<file path="src/rtl/kbl_pkg.sv">
// Shared types and constants for the K-line block link engine.
// Used by kbl_link and kline_block_link_engine; depends on nothing.
`default_nettype none

package kbl_pkg;

  typedef enum logic [1:0] {
    FUNC_LINE_RX  = 2'd0,
    FUNC_HOST_TX  = 2'd1,
    FUNC_START_RX = 2'd2,
    FUNC_TICK     = 2'd3
  } func_e;

  typedef enum logic [2:0] {
    EV_NONE    = 3'd0,
    EV_OK      = 3'd1,
    EV_DONE    = 3'd2,
    EV_TIMEOUT = 3'd3,
    EV_BADCOMP = 3'd4,
    EV_BADCNT  = 3'd5,
    EV_SIZE    = 3'd6,
    EV_BUSY    = 3'd7
  } event_e;

  localparam logic [15:0] TimeoutTicksReset = 16'd1000;
  localparam logic [7:0]  FillByte          = 8'hFF;
  localparam logic [15:0] TickSat           = 16'hFFFF;

  typedef struct packed {
    func_e      func;
    logic [7:0] data_byte;
    logic       last_byte;
    logic [7:0] expected_size;
    logic [7:0] max_size;
  } item_t;

  typedef struct packed {
    logic       has_result;
    logic       line_tx_valid;
    logic [7:0] line_tx_byte;
    logic       host_rx_valid;
    logic [7:0] host_rx_byte;
    event_e     event_code;
    logic [7:0] block_count;
    logic [7:0] timeout_errors;
    logic [7:0] data_errors;
  } result_t;

endpackage

`default_nettype wire

</file>
<file path="src/rtl/kline_block_link_engine.sv">
// Top level of the K-line block link engine: request register, config
// register and result register around kbl_link. Depends on kbl_pkg, kbl_link.
//
//   channel   direction  handshake               payload
//   in        sink       in_valid_i/in_ready_o   func, data_byte, last_byte,
//                                                expected_size, max_size
//   out       source     out_valid_o/out_ready_i line_tx/host_rx, event_code,
//                                                block_count, error counts
//   cfg       sink       cfg_valid_i/cfg_ready_o timeout_ticks (always ready)
//
// One request per cycle while out_ready_i is high; the result is registered.
// The link state update is one pass of logic between request and result regs.
// Reset (async, low) clears link state, counters; timeout_ticks resets to 1000.
// A stalled result blocks only the request register; one more request is held.
`default_nettype none

module kline_block_link_engine (
  input  wire logic        clk_i,
  input  wire logic        rst_ni,
  input  wire logic        in_valid_i,
  output logic             in_ready_o,
  input  wire logic [1:0]  func_i,
  input  wire logic [7:0]  data_byte_i,
  input  wire logic        last_byte_i,
  input  wire logic [7:0]  expected_size_i,
  input  wire logic [7:0]  max_size_i,
  output logic             out_valid_o,
  input  wire logic        out_ready_i,
  output logic             line_tx_valid_o,
  output logic [7:0]       line_tx_byte_o,
  output logic             host_rx_valid_o,
  output logic [7:0]       host_rx_byte_o,
  output logic [2:0]       event_code_o,
  output logic [7:0]       block_count_o,
  output logic [7:0]       timeout_errors_o,
  output logic [7:0]       data_errors_o,
  input  wire logic        cfg_valid_i,
  output logic             cfg_ready_o,
  input  wire logic [15:0] cfg_timeout_ticks_i
);
  import kbl_pkg::*;

  logic        in_valid_q;
  item_t       item_q;
  logic        out_valid_q;
  result_t     out_q;
  result_t     res;
  logic [15:0] timeout_ticks_q;
  logic        advance;

  assign advance     = in_valid_q && (!out_valid_q || out_ready_i);
  assign in_ready_o  = !in_valid_q || advance;
  assign cfg_ready_o = 1'b1;

  always_ff @(posedge clk_i or negedge rst_ni) begin
    if (!rst_ni) begin
      timeout_ticks_q <= TimeoutTicksReset;
    end else if (cfg_valid_i) begin
      timeout_ticks_q <= cfg_timeout_ticks_i;
    end
  end

  always_ff @(posedge clk_i or negedge rst_ni) begin
    if (!rst_ni) begin
      in_valid_q <= 1'b0;
    end else if (in_ready_o) begin
      in_valid_q <= in_valid_i;
    end
  end

  always_ff @(posedge clk_i) begin
    if (in_valid_i && in_ready_o) begin
      item_q.func          <= func_e'(func_i);
      item_q.data_byte     <= data_byte_i;
      item_q.last_byte     <= last_byte_i;
      item_q.expected_size <= expected_size_i;
      item_q.max_size      <= max_size_i;
    end
  end

  kbl_link u_link (
    .clk_i          (clk_i),
    .rst_ni         (rst_ni),
    .fire_i         (advance),
    .item_i         (item_q),
    .timeout_ticks_i(timeout_ticks_q),
    .res_o          (res)
  );

  always_ff @(posedge clk_i or negedge rst_ni) begin
    if (!rst_ni) begin
      out_valid_q <= 1'b0;
    end else if (advance && res.has_result) begin
      out_valid_q <= 1'b1;
    end else if (out_ready_i) begin
      out_valid_q <= 1'b0;
    end
  end

  always_ff @(posedge clk_i) begin
    if (advance && res.has_result) begin
      out_q <= res;
    end
  end

  assign out_valid_o      = out_valid_q;
  assign line_tx_valid_o  = out_q.line_tx_valid;
  assign line_tx_byte_o   = out_q.line_tx_byte;
  assign host_rx_valid_o  = out_q.host_rx_valid;
  assign host_rx_byte_o   = out_q.host_rx_byte;
  assign event_code_o     = out_q.event_code;
  assign block_count_o    = out_q.block_count;
  assign timeout_errors_o = out_q.timeout_errors;
  assign data_errors_o    = out_q.data_errors;

  a_stall_holds_request: assert property (@(posedge clk_i) disable iff (!rst_ni)
    in_valid_q && out_valid_q && !out_ready_i |-> !in_ready_o && !advance)
    else $error("request advanced into a stalled result register");

  a_rx_byte_event: assert property (@(posedge clk_i) disable iff (!rst_ni)
    out_valid_o && host_rx_valid_o |-> event_code_o == EV_OK || event_code_o == EV_DONE)
    else $error("delivered byte with an error event");

  a_tx_zero_when_idle: assert property (@(posedge clk_i) disable iff (!rst_ni)
    out_valid_o && !line_tx_valid_o |-> line_tx_byte_o == 8'h00)
    else $error("line byte not cleared without transmit");

endmodule

`default_nettype wire

</file>
<file path="src/rtl/kbl_link.sv">
// Link state and per-request update logic of the K-line block link engine.
// Depends on kbl_pkg; instantiated by kline_block_link_engine.
`default_nettype none

module kbl_link (
  input  wire logic            clk_i,
  input  wire logic            rst_ni,
  input  wire logic            fire_i,
  input  kbl_pkg::item_t       item_i,
  input  wire logic [15:0]     timeout_ticks_i,
  output kbl_pkg::result_t     res_o
);
  import kbl_pkg::*;

  typedef enum logic [1:0] {
    MODE_IDLE = 2'd0,
    MODE_RECV = 2'd1,
    MODE_SEND = 2'd2
  } mode_e;

  mode_e       mode_q, mode_d;
  logic [7:0]  block_counter_q, block_counter_d;
  logic [8:0]  size_expected_q, size_expected_d;
  logic [7:0]  size_limit_q, size_limit_d;
  logic [8:0]  bytes_seen_q, bytes_seen_d;
  logic        length_mode_q, length_mode_d;
  logic [7:0]  comp_wanted_q, comp_wanted_d;
  logic        awaiting_q, awaiting_d;
  logic [15:0] idle_ticks_q, idle_ticks_d;
  logic [7:0]  timeout_cnt_q, timeout_cnt_d;
  logic [7:0]  data_err_q, data_err_d;

  always_comb begin
    logic [7:0]  d;
    logic [8:0]  bs_n;
    logic [8:0]  se_n;
    logic [15:0] it_n;
    logic        go_idle;
    d       = item_i.data_byte;
    bs_n    = bytes_seen_q + 9'd1;
    se_n    = size_expected_q;
    it_n    = (idle_ticks_q == TickSat) ? idle_ticks_q : idle_ticks_q + 16'd1;
    go_idle = 1'b0;

    mode_d          = mode_q;
    block_counter_d = block_counter_q;
    size_expected_d = size_expected_q;
    size_limit_d    = size_limit_q;
    bytes_seen_d    = bytes_seen_q;
    length_mode_d   = length_mode_q;
    comp_wanted_d   = comp_wanted_q;
    awaiting_d      = awaiting_q;
    idle_ticks_d    = idle_ticks_q;
    timeout_cnt_d   = timeout_cnt_q;
    data_err_d      = data_err_q;

    res_o               = '0;
    res_o.event_code    = EV_NONE;

    case (item_i.func)
      FUNC_LINE_RX: begin
        if (d != FillByte) begin
          if (mode_q == MODE_SEND) begin
            if (awaiting_q) begin
              res_o.has_result = 1'b1;
              if (d == comp_wanted_q) begin
                awaiting_d       = 1'b0;
                idle_ticks_d     = '0;
                res_o.event_code = EV_OK;
              end else begin
                data_err_d       = data_err_q + 8'd1;
                go_idle          = 1'b1;
                res_o.event_code = EV_BADCOMP;
              end
            end
          end else if (mode_q == MODE_RECV) begin
            res_o.has_result = 1'b1;
            bytes_seen_d     = bs_n;
            idle_ticks_d     = '0;
            if (length_mode_q && bs_n == 9'd1) begin
              se_n            = {1'b0, d} + 9'd1;
              size_expected_d = se_n;
            end
            if (length_mode_q && bs_n == 9'd1 && se_n > {1'b0, size_limit_q}) begin
              go_idle          = 1'b1;
              res_o.event_code = EV_SIZE;
            end else if (length_mode_q && bs_n == 9'd2 && d != block_counter_q) begin
              data_err_d       = data_err_q + 8'd1;
              go_idle          = 1'b1;
              res_o.event_code = EV_BADCNT;
            end else begin
              // length mode acks all but the last byte, fixed mode only the last
              res_o.line_tx_valid = length_mode_q ? (bs_n < se_n) : (bs_n == se_n);
              res_o.line_tx_byte  = res_o.line_tx_valid ? ~d : 8'h00;
              res_o.host_rx_valid = 1'b1;
              res_o.host_rx_byte  = d;
              res_o.event_code    = EV_OK;
              if (bs_n >= se_n) begin
                block_counter_d  = block_counter_q + 8'd1;
                go_idle          = 1'b1;
                res_o.event_code = EV_DONE;
              end
            end
          end
        end
      end
      FUNC_HOST_TX: begin
        res_o.has_result = 1'b1;
        if (mode_q == MODE_RECV || (mode_q == MODE_SEND && awaiting_q)) begin
          res_o.event_code = EV_BUSY;
        end else begin
          res_o.line_tx_valid = 1'b1;
          res_o.line_tx_byte  = d;
          if (item_i.last_byte) begin
            block_counter_d  = block_counter_q + 8'd1;
            go_idle          = 1'b1;
            res_o.event_code = EV_DONE;
          end else begin
            mode_d           = MODE_SEND;
            comp_wanted_d    = ~d;
            awaiting_d       = 1'b1;
            idle_ticks_d     = '0;
            res_o.event_code = EV_OK;
          end
        end
      end
      FUNC_START_RX: begin
        if (mode_q == MODE_RECV || mode_q == MODE_SEND) begin
          res_o.has_result = 1'b1;
          res_o.event_code = EV_BUSY;
        end else if (item_i.expected_size > item_i.max_size) begin
          res_o.has_result = 1'b1;
          go_idle          = 1'b1;
          res_o.event_code = EV_SIZE;
        end else begin
          mode_d          = MODE_RECV;
          size_expected_d = {1'b0, item_i.expected_size};
          size_limit_d    = item_i.max_size;
          length_mode_d   = (item_i.expected_size == 8'd0);
          bytes_seen_d    = '0;
          awaiting_d      = 1'b0;
          idle_ticks_d    = '0;
        end
      end
      FUNC_TICK: begin
        if (mode_q == MODE_RECV || (mode_q == MODE_SEND && awaiting_q)) begin
          idle_ticks_d = it_n;
          if (it_n >= timeout_ticks_i) begin
            res_o.has_result = 1'b1;
            timeout_cnt_d    = timeout_cnt_q + 8'd1;
            go_idle          = 1'b1;
            res_o.event_code = EV_TIMEOUT;
          end
        end
      end
      default: begin
      end
    endcase

    if (go_idle) begin
      mode_d       = MODE_IDLE;
      awaiting_d   = 1'b0;
      idle_ticks_d = '0;
    end

    res_o.block_count    = block_counter_d;
    res_o.timeout_errors = timeout_cnt_d;
    res_o.data_errors    = data_err_d;
  end

  always_ff @(posedge clk_i or negedge rst_ni) begin
    if (!rst_ni) begin
      mode_q          <= MODE_IDLE;
      block_counter_q <= '0;
      size_expected_q <= '0;
      size_limit_q    <= '0;
      bytes_seen_q    <= '0;
      length_mode_q   <= 1'b0;
      comp_wanted_q   <= '0;
      awaiting_q      <= 1'b0;
      idle_ticks_q    <= '0;
      timeout_cnt_q   <= '0;
      data_err_q      <= '0;
    end else if (fire_i) begin
      mode_q          <= mode_d;
      block_counter_q <= block_counter_d;
      size_expected_q <= size_expected_d;
      size_limit_q    <= size_limit_d;
      bytes_seen_q    <= bytes_seen_d;
      length_mode_q   <= length_mode_d;
      comp_wanted_q   <= comp_wanted_d;
      awaiting_q      <= awaiting_d;
      idle_ticks_q    <= idle_ticks_d;
      timeout_cnt_q   <= timeout_cnt_d;
      data_err_q      <= data_err_d;
    end
  end

  a_await_only_sending: assert property (@(posedge clk_i) disable iff (!rst_ni)
    awaiting_q |-> mode_q == MODE_SEND)
    else $error("complement pending outside send mode");

  a_idle_no_ticks: assert property (@(posedge clk_i) disable iff (!rst_ni)
    mode_q == MODE_IDLE |-> idle_ticks_q == 16'd0)
    else $error("tick count left running in idle");

  a_errors_keep_counter: assert property (@(posedge clk_i) disable iff (!rst_ni)
    fire_i && (res_o.event_code == EV_TIMEOUT || res_o.event_code == EV_BADCOMP ||
               res_o.event_code == EV_BADCNT || res_o.event_code == EV_SIZE)
    |=> $stable(block_counter_q))
    else $error("error changed the block counter");

endmodule

`default_nettype wire
</file>
<file path="config.mk">
export PLATFORM = sky130hd
export DESIGN_NAME = kline_block_link_engine
export DESIGN_NICKNAME = d
export VERILOG_FILES = /design/src/rtl/kbl_pkg.sv /design/src/rtl/kline_block_link_engine.sv /design/src/rtl/kbl_link.sv
export SDC_FILE = /design/constraint.sdc
export NUM_CORES = 1
export LEC_CHECK = 0
export ABC_CLOCK_PERIOD_IN_PS = 8890
export BUFFER_PORTS_ARGS = -buffer_cell sky130_fd_sc_hd__buf_4
export CAP_MARGIN = 10
export CORE_MARGIN = 10
export CORE_UTILIZATION = 29
export DETAILED_ROUTE_END_ITERATION = 8
export HOLD_SLACK_MARGIN = 0.15
export PLACE_DENSITY_LB_ADDON = 0.3
export SLEW_MARGIN = 20
export SYNTH_ARGS = -nofsm -noshare
export SYNTH_HDL_FRONTEND = slang
export SYNTH_HIERARCHICAL = 1
export SYNTH_SLANG_ARGS = --single-unit
</file>
<file path="constraint.sdc">
create_clock -name clk_i -period 8.89 [get_ports clk_i]
set_input_delay 0.4445 -clock clk_i [delete_from_list [all_inputs] [get_ports clk_i]]
set_output_delay 0.4445 -clock clk_i [all_outputs]
set_load 0.02 [all_outputs]
</file>
## Word level (Yosys, flattened, before mapping)

Cells that the tools add are included.

| operators by class | value |
|---|---|
| add/subtract/negate cells | 6 |
| multiplexer cells | 104 |
| reductions and logical operators | 28 |
| equal/unequal tests | 27 |
| magnitude comparators | 5 |
| bitwise operators | 8 |

Operator list:

| cell | number |
|---|---|
| $mux W16 | 12 |
| $mux W8 | 20 |
| $mux W9 | 13 |
| $pmux W16 S4 | 1 |
| $mux W18 | 3 |
| $pmux W9 S2 | 3 |
| $mux W22 | 2 |
| $mux W1 | 27 |
| $mux W3 | 9 |
| $add A8 B1 Y8 const B | 3 |
| $add A16 B1 Y16 const B | 1 |
| $eq A16 B16 Y1 const B | 1 |
| $ge A16 B16 Y1 | 1 |
| $mux W2 | 8 |
| $pmux W8 S2 | 1 |
| $pmux W3 S4 | 1 |
| $reduce_and A10 Y1 | 1 |
| $add A8 B1 Y9 const B | 1 |
| $add A9 B1 Y9 const B | 1 |
| $eq A9 B1 Y1 const B | 1 |
| $eq A9 B2 Y1 const B | 1 |
| $eq A9 B9 Y1 | 1 |
| $ge A9 B9 Y1 | 1 |
| $gt A9 B8 Y1 | 1 |
| other kinds (33) | 64 |

| word-level totals | value |
|---|---|
| bits of input ports | 48 |
| output and inout bits | 48 |
| flip-flop bits (word level) | 168 |

## Depth between registers and ports, before layout

| logic depth | value |
|---|---|
| depth in word-level cells | 19 |
| depth in mapped cells | 24 |
| gate-level depth less buffers | 21 |

## Cells and area by module

The synthesis kept the hierarchy.

By module, submodules not included:

| module | times used | cells each | area each (um2) |
|---|---|---|---|
| kbl_link | 1 | 847 | 6720.2 |
| kline_block_link_engine | 1 | 118 | 2926.6 |

## Worst setup path after synthesis

OpenSTA, ideal clock, no wires.

| timing path | value |
|---|---|
| kind | reg2reg |
| start point | reg u_link.idle_ticks_q[3] |
| end point | reg out_q, in the netlist block_count_o[0], enable pin |
| data arrival time | 5.920 ns |
| stages on the path, launching flop included | 23 |
| setup time | 0.453 ns |
| clock period less this slack | 6.373 ns |
| buffers on the path | 2 |
| setup slack | 2.517 ns |
| path through | dfrtp_1 > inv_1 > nor3_1 > and3_1 > nand3_1 > or2_2 > clkbuf_1 > or3_1 > clkbuf_1 > nand2b_1 > nor3_1 > xnor2_1 > ha_1 > nand4_1 > a21oi_1 > o31a_1 > a311oi_1 > o21a_1 > nor2_1 > nor3_1 > o22ai_1 > nand2_1 > nor2b_1 |

RTL lines:

| element | RTL line | source |
|---|---|---|
| start: declaration | kbl_link.sv:29 | `logic [15:0] idle_ticks_q, idle_ticks_d;` |
| start signal: assignment | kbl_link.sv:193 | `idle_ticks_q <= idle_ticks_d;` |
| end signal: assignment | kline_block_link_engine.sv:102 | `out_q <= res;` |
| end: declaration | kline_block_link_engine.sv:46 | `result_t out_q;` |

## Final worst setup path

| timing path | value |
|---|---|
| start point | reg u_link.idle_ticks_q[3] |
| end point | reg u_link.idle_ticks_q[0] |

| on the way | value |
|---|---|
| cells in the longest elaborated chain, start to end | 8 |

Ends and longest elaborated chain:

| element | RTL line | source |
|---|---|---|
| $add A16 B1 Y16 / $eq A16 B16 Y1 (equally long branches) | kbl_link.sv:42 | `it_n = (idle_ticks_q == TickSat) ? idle_ticks_q : idle_ticks_q + 16'd1;` |
| $mux W16 (*) | kbl_link.sv:42 |  |
| $ge A16 B16 Y1 | kbl_link.sv:148 | `if (it_n >= timeout_ticks_i) begin` |
| $mux W1 | kbl_link.sv:148 |  |
| $mux W1 | kbl_link.sv:146 | `if (mode_q == MODE_RECV \|\| (mode_q == MODE_SEND && awaiting_q)) begin` |
| $pmux W1 S4 | kbl_link.sv:60 | `case (item_i.func)` |
| $ne A4 B3 Y1 (no line), or another cell as far along | - |  |
| $reduce_and A10 Y1 (no line) | - |  |

Mark *: on every way between the ends. The rest lies on a longest branch, timed or not. The select of a mux whose other input is x is not followed.
A chain may end at the register's enable or synchronous reset.

==> results_dict.tcl <==
set metrics [dict create \
    io_pins 96 \
    switchingPower_mw 1.09 \
    power_density_nw_per_um2 254 \
    grt_max_degree 56 \
    synth-async-reset-ratio_pct 57.1 \
    seqPwrFrac_pct 38.2 \
    grt_pass1_wl_mm 38.8 \
    fmaxAchievable_mhz 173 \
    start_util_pct 29.5 \
    syn_area_um2 9650 \
    power_frac_comb_pct 35.0 \
    io_buffer_count 94 \
    yosysSeqAreaShare_pct 47.4 \
    rsz0062_at_grt "false" \
    ctsResizeCount 0 \
    grt_pass1_vias 7102 \
    dpl.hpwl_mm 17.7 \
    cts.sinks 168 \
    dr.first_iter.drc_count 502 \
    vias 7336 \
    final_core_util_pct 35.3 \
    clkTransAtPathRegs_ps 70 \
    synth_fp_nets 1062 \
    stdcell_count 1510 \
    crit_path_start_kind "flip-flop" \
    die_area_um2 41000 \
    synth-edff-count 72 \
    drtPass1Iterations 5 \
    cts_tree "done" \
    root_buffer "clkbuf_16" \
    setup_tns_ps 0 \
    stdcell_area_um2 11500 \
    p_sw_share_pct 37.2 \
    power.internal_mw 1.84 \
    antenna_cells 0 \
    track_usage_pct 11.8 \
    clock_latency_ps 440 \
    avgSynthCellArea_um2 10.0 \
    antenna_left 0 \
    routed_via_density 4.86 \
    status "finished clean" \
    area_growth_pct 19.7 \
    overflow 0 \
    cts_buffers 17 \
    cap_violations 0 \
    p_clk_share_pct 26.8 \
    yosys_register_bits 168 \
    cp_max_fo 22 \
    drive_above_1_share_pct 17.4 \
    leakagePower_nw 4.87 \
    worst_slew_pin_slew_ps 995 \
    setup_viol 0 \
    antenna_found_initial 0 \
    syn_inst 965 \
    coreArea_um2 32700 \
    worstPathRequired_ps 9230 \
    nFillCells 3318 \
    h-tree-depth 4 \
    synth-main-ff-cell "dfrtp_1" \
    hold_viol 0 \
    place_congestion 0.848 \
    routed_wirelength_mm 24.2 \
    drc 0 \
    end_kind "flip-flop" \
    ir_drop_mv 0.113 \
    synth_cell_type_count 75 \
    hold_path_class "in2reg" \
    period_share_pct 65.1 \
    crit_arrival_ps 6130 \
    clock_path_buffers 2 \
    placed_cells 1459 \
    dieWidth_um 202 \
    synth_warnings 6 \
    post-cts-setup-buffers 0 \
    skew_ps 25.2 \
    layout_min_cycle_time_ps 5790 \
    hold_slack_ps 183 \
    avgRoutedWirePerCell_um 16.0 \
    place_area_um2 10700 \
    slew_headroom_pct 33.7 \
    nets 1152 \
    critical_path_class "reg2reg" \
    final-max-slew-violation-count 0 \
    die_h_um 202 \
    row_count 66 \
]
power groups by stage:
stage / logic (mW) / registers (mW) / clock network [mW]
2_1_floorplan: 0.726 / 1.12 / 0
3_5_place_dp: 1.01 / 1.14 / 0
5_1_grt: 1.14 / 1.15 / 0.848
3_3_place_gp: 0.998 / 1.13 / 0
4_1_cts: 1.02 / 1.12 / 0.813
6_report: 1.02 / 1.12 / 0.786
kinds of logic after synthesis:
| logic type | after synthesis | synth area share (%) |
|---|---|---|
| XOR/XNOR | 75 | 6.81 |
| multiplexers | 26 | 3.51 |
| flip-flops | 168 | 47.4 |
| other | 1 | 0.0389 |
| AO/OA/AOI/OAI | 209 | 13.8 |
| AND/OR/NAND/NOR | 312 | 16.6 |
| buffers and inverters | 123 | 5.25 |
| adder cells (fa/ha/maj) | 51 | 6.58 |
worst max-delay path, cell delays in order (launching register included):
cell and delay, ps:
dfrtp_1 380, inv_1 90, nor3_1 300, and3_1 240
nand3_1 140, or2_2 380, or3_1 500, nand2b_1 230
nor2_1 80, xnor2_1 180, ha_1 270, a21oi_1 140
nor2b_1 60, o21ai_0 160, nand2b_1 70, a311oi_1 500
nor3_1 110, o21a_1 240, nand3b_1 170, o22ai_2 780
a21oi_2 380, a31oi_1 280
layer usage:
| layer | global-route usage [%] | part of all wire [%] | vias up |
|---|---|---|---|
| met4 | 3.41 | 1.4 | 0 |
| met2 | 18.1 | 46 | 192 |
| met5 | 0 | 0 | - |
| met3 | 2.40 | 4.2 | 21 |
| li1 | - | - | 3604 |
| met1 | 16.3 | 48 | 3519 |
synthesized netlist by cell type, types with 4 or more instances:
master    instances  area [um2]
dfstp_2           6         158
o31ai_1           5        37.5
nand3b_1          5        37.5
nor4_1            8        50.1
o21ai_0          84         420
xor2_1           28         245
xnor2_1          47         412
nand2_1          83         312
inv_1            75         282
or3_1             7        43.8
nor3_1           31         155
o22ai_1           5        31.3
and3_1           12        75.1
nand2b_1         16         100
a41oi_1           4        35.0
a21o_1           12        90.1
nand4_1          17         106
and2_1           16         100
mux2_2           13         146
clkbuf_1         35         131
or2_2             4        25.0
mux2_4           10         150
ha_1             49         613
buf_2             8        40.0
nor2_1           44         165
a31oi_1          12        75.1
edfxtp_1         72        2160
nor2b_1           6        37.5
dfrtp_1          90        2250
nand3_1          50         250
o21a_1            6        45.0
a21oi_1          43         215
o211ai_1          4        30.0
sequential cells by signal (all words and copies together) (netlist names), 2 cells and up, named ones only:
signal / cells
u_link/size_expected_q: 8
timeout_ticks_q: 16
block_count_o: 8
u_link/timeout_cnt_q: 8
u_link/idle_ticks_q: 16
u_link/mode_q: 2
line_tx_byte_o: 8
u_link/bytes_seen_q: 9
data_errors_o: 8
event_code_o: 3
u_link/size_limit_q: 8
u_link/comp_wanted_q: 8
item_q: 27
host_rx_byte_o: 8
u_link/block_counter_q: 8
timeout_errors_o: 8
u_link/data_err_q: 8
worst paths after layout:
check | from | end | slack [ps] | depth (start not counted)
max in group asynchronous | rst_ni | u_link/bytes_seen_q[5]$_DFFE_PN0P_ | 7100 | 3
setup / recovery | u_link/idle_ticks_q[3]$_DFFE_PN0P_ | u_link/idle_ticks_q[0]$_DFFE_PN0P_ | 3100 | 21
hold / removal | data_byte_i[2] | item_q[19]$_DFFE_PP_ | 180 | 1
hold reg to reg | u_link/size_expected_q[0]$_DFFE_PN0P_ | u_link/size_expected_q[0]$_DFFE_PN0P_ | 490 | 2
min in group asynchronous | rst_ni | in_valid_q$_DFFE_PN0P_ | 590 | 2
setup reg to reg | u_link/idle_ticks_q[3]$_DFFE_PN0P_ | u_link/idle_ticks_q[0]$_DFFE_PN0P_ | 3100 | 21
cells in the final DEF, fill, tap and decap left out, types with 5 or more instances in the layout:
cell,n
nand4_1,17
dlygate4sd3_1,19
clkbuf_16,17
xnor2_1,47
nor2b_1,5
nor2_1,44
dfstp_2,6
buf_4,100
dfrtp_1,90
nor3_1,31
mux2_4,10
or3_1,7
o31ai_1,5
a21o_1,12
nand3b_1,5
a31oi_1,12
edfxtp_1,72
xor2_1,28
nand2b_1,16
nor4_1,8
o21a_1,6
o22ai_1,5
o21ai_0,84
ha_1,49
mux2_2,13
a21oi_1,43
nand3_1,50
and3_1,12
and2_1,16
nand2_1,83
inv_1,75
per-stage QoR:
stage,setup slack (ps),power [mW]
CTS,3150,2.96
floorplan,2520,1.84
global placement,3320,2.13
detailed placement,3190,2.15
finish,3100,2.93
global route,2690,3.14
final cells by class:
cell class                      instances  area [um2]  area share (%)
Sequential cell                       168        4570            39.6
Timing Repair Buffer                  119         941            8.15
Clock buffer                           18         429            3.72
Tap cell                              442         553            4.79
Multi-Input combinational cell        674        4580            39.6
Inverter                               75         282            2.44
Clock inverter                         14         191            1.66
what timing repair did:
action	4_1_cts	5_1_grt
setup endpoints to repair	0	0
hold buffers	17	2
hold endpoints to repair	51	2
No activity file was read; power rests on OpenSTA's default activity.
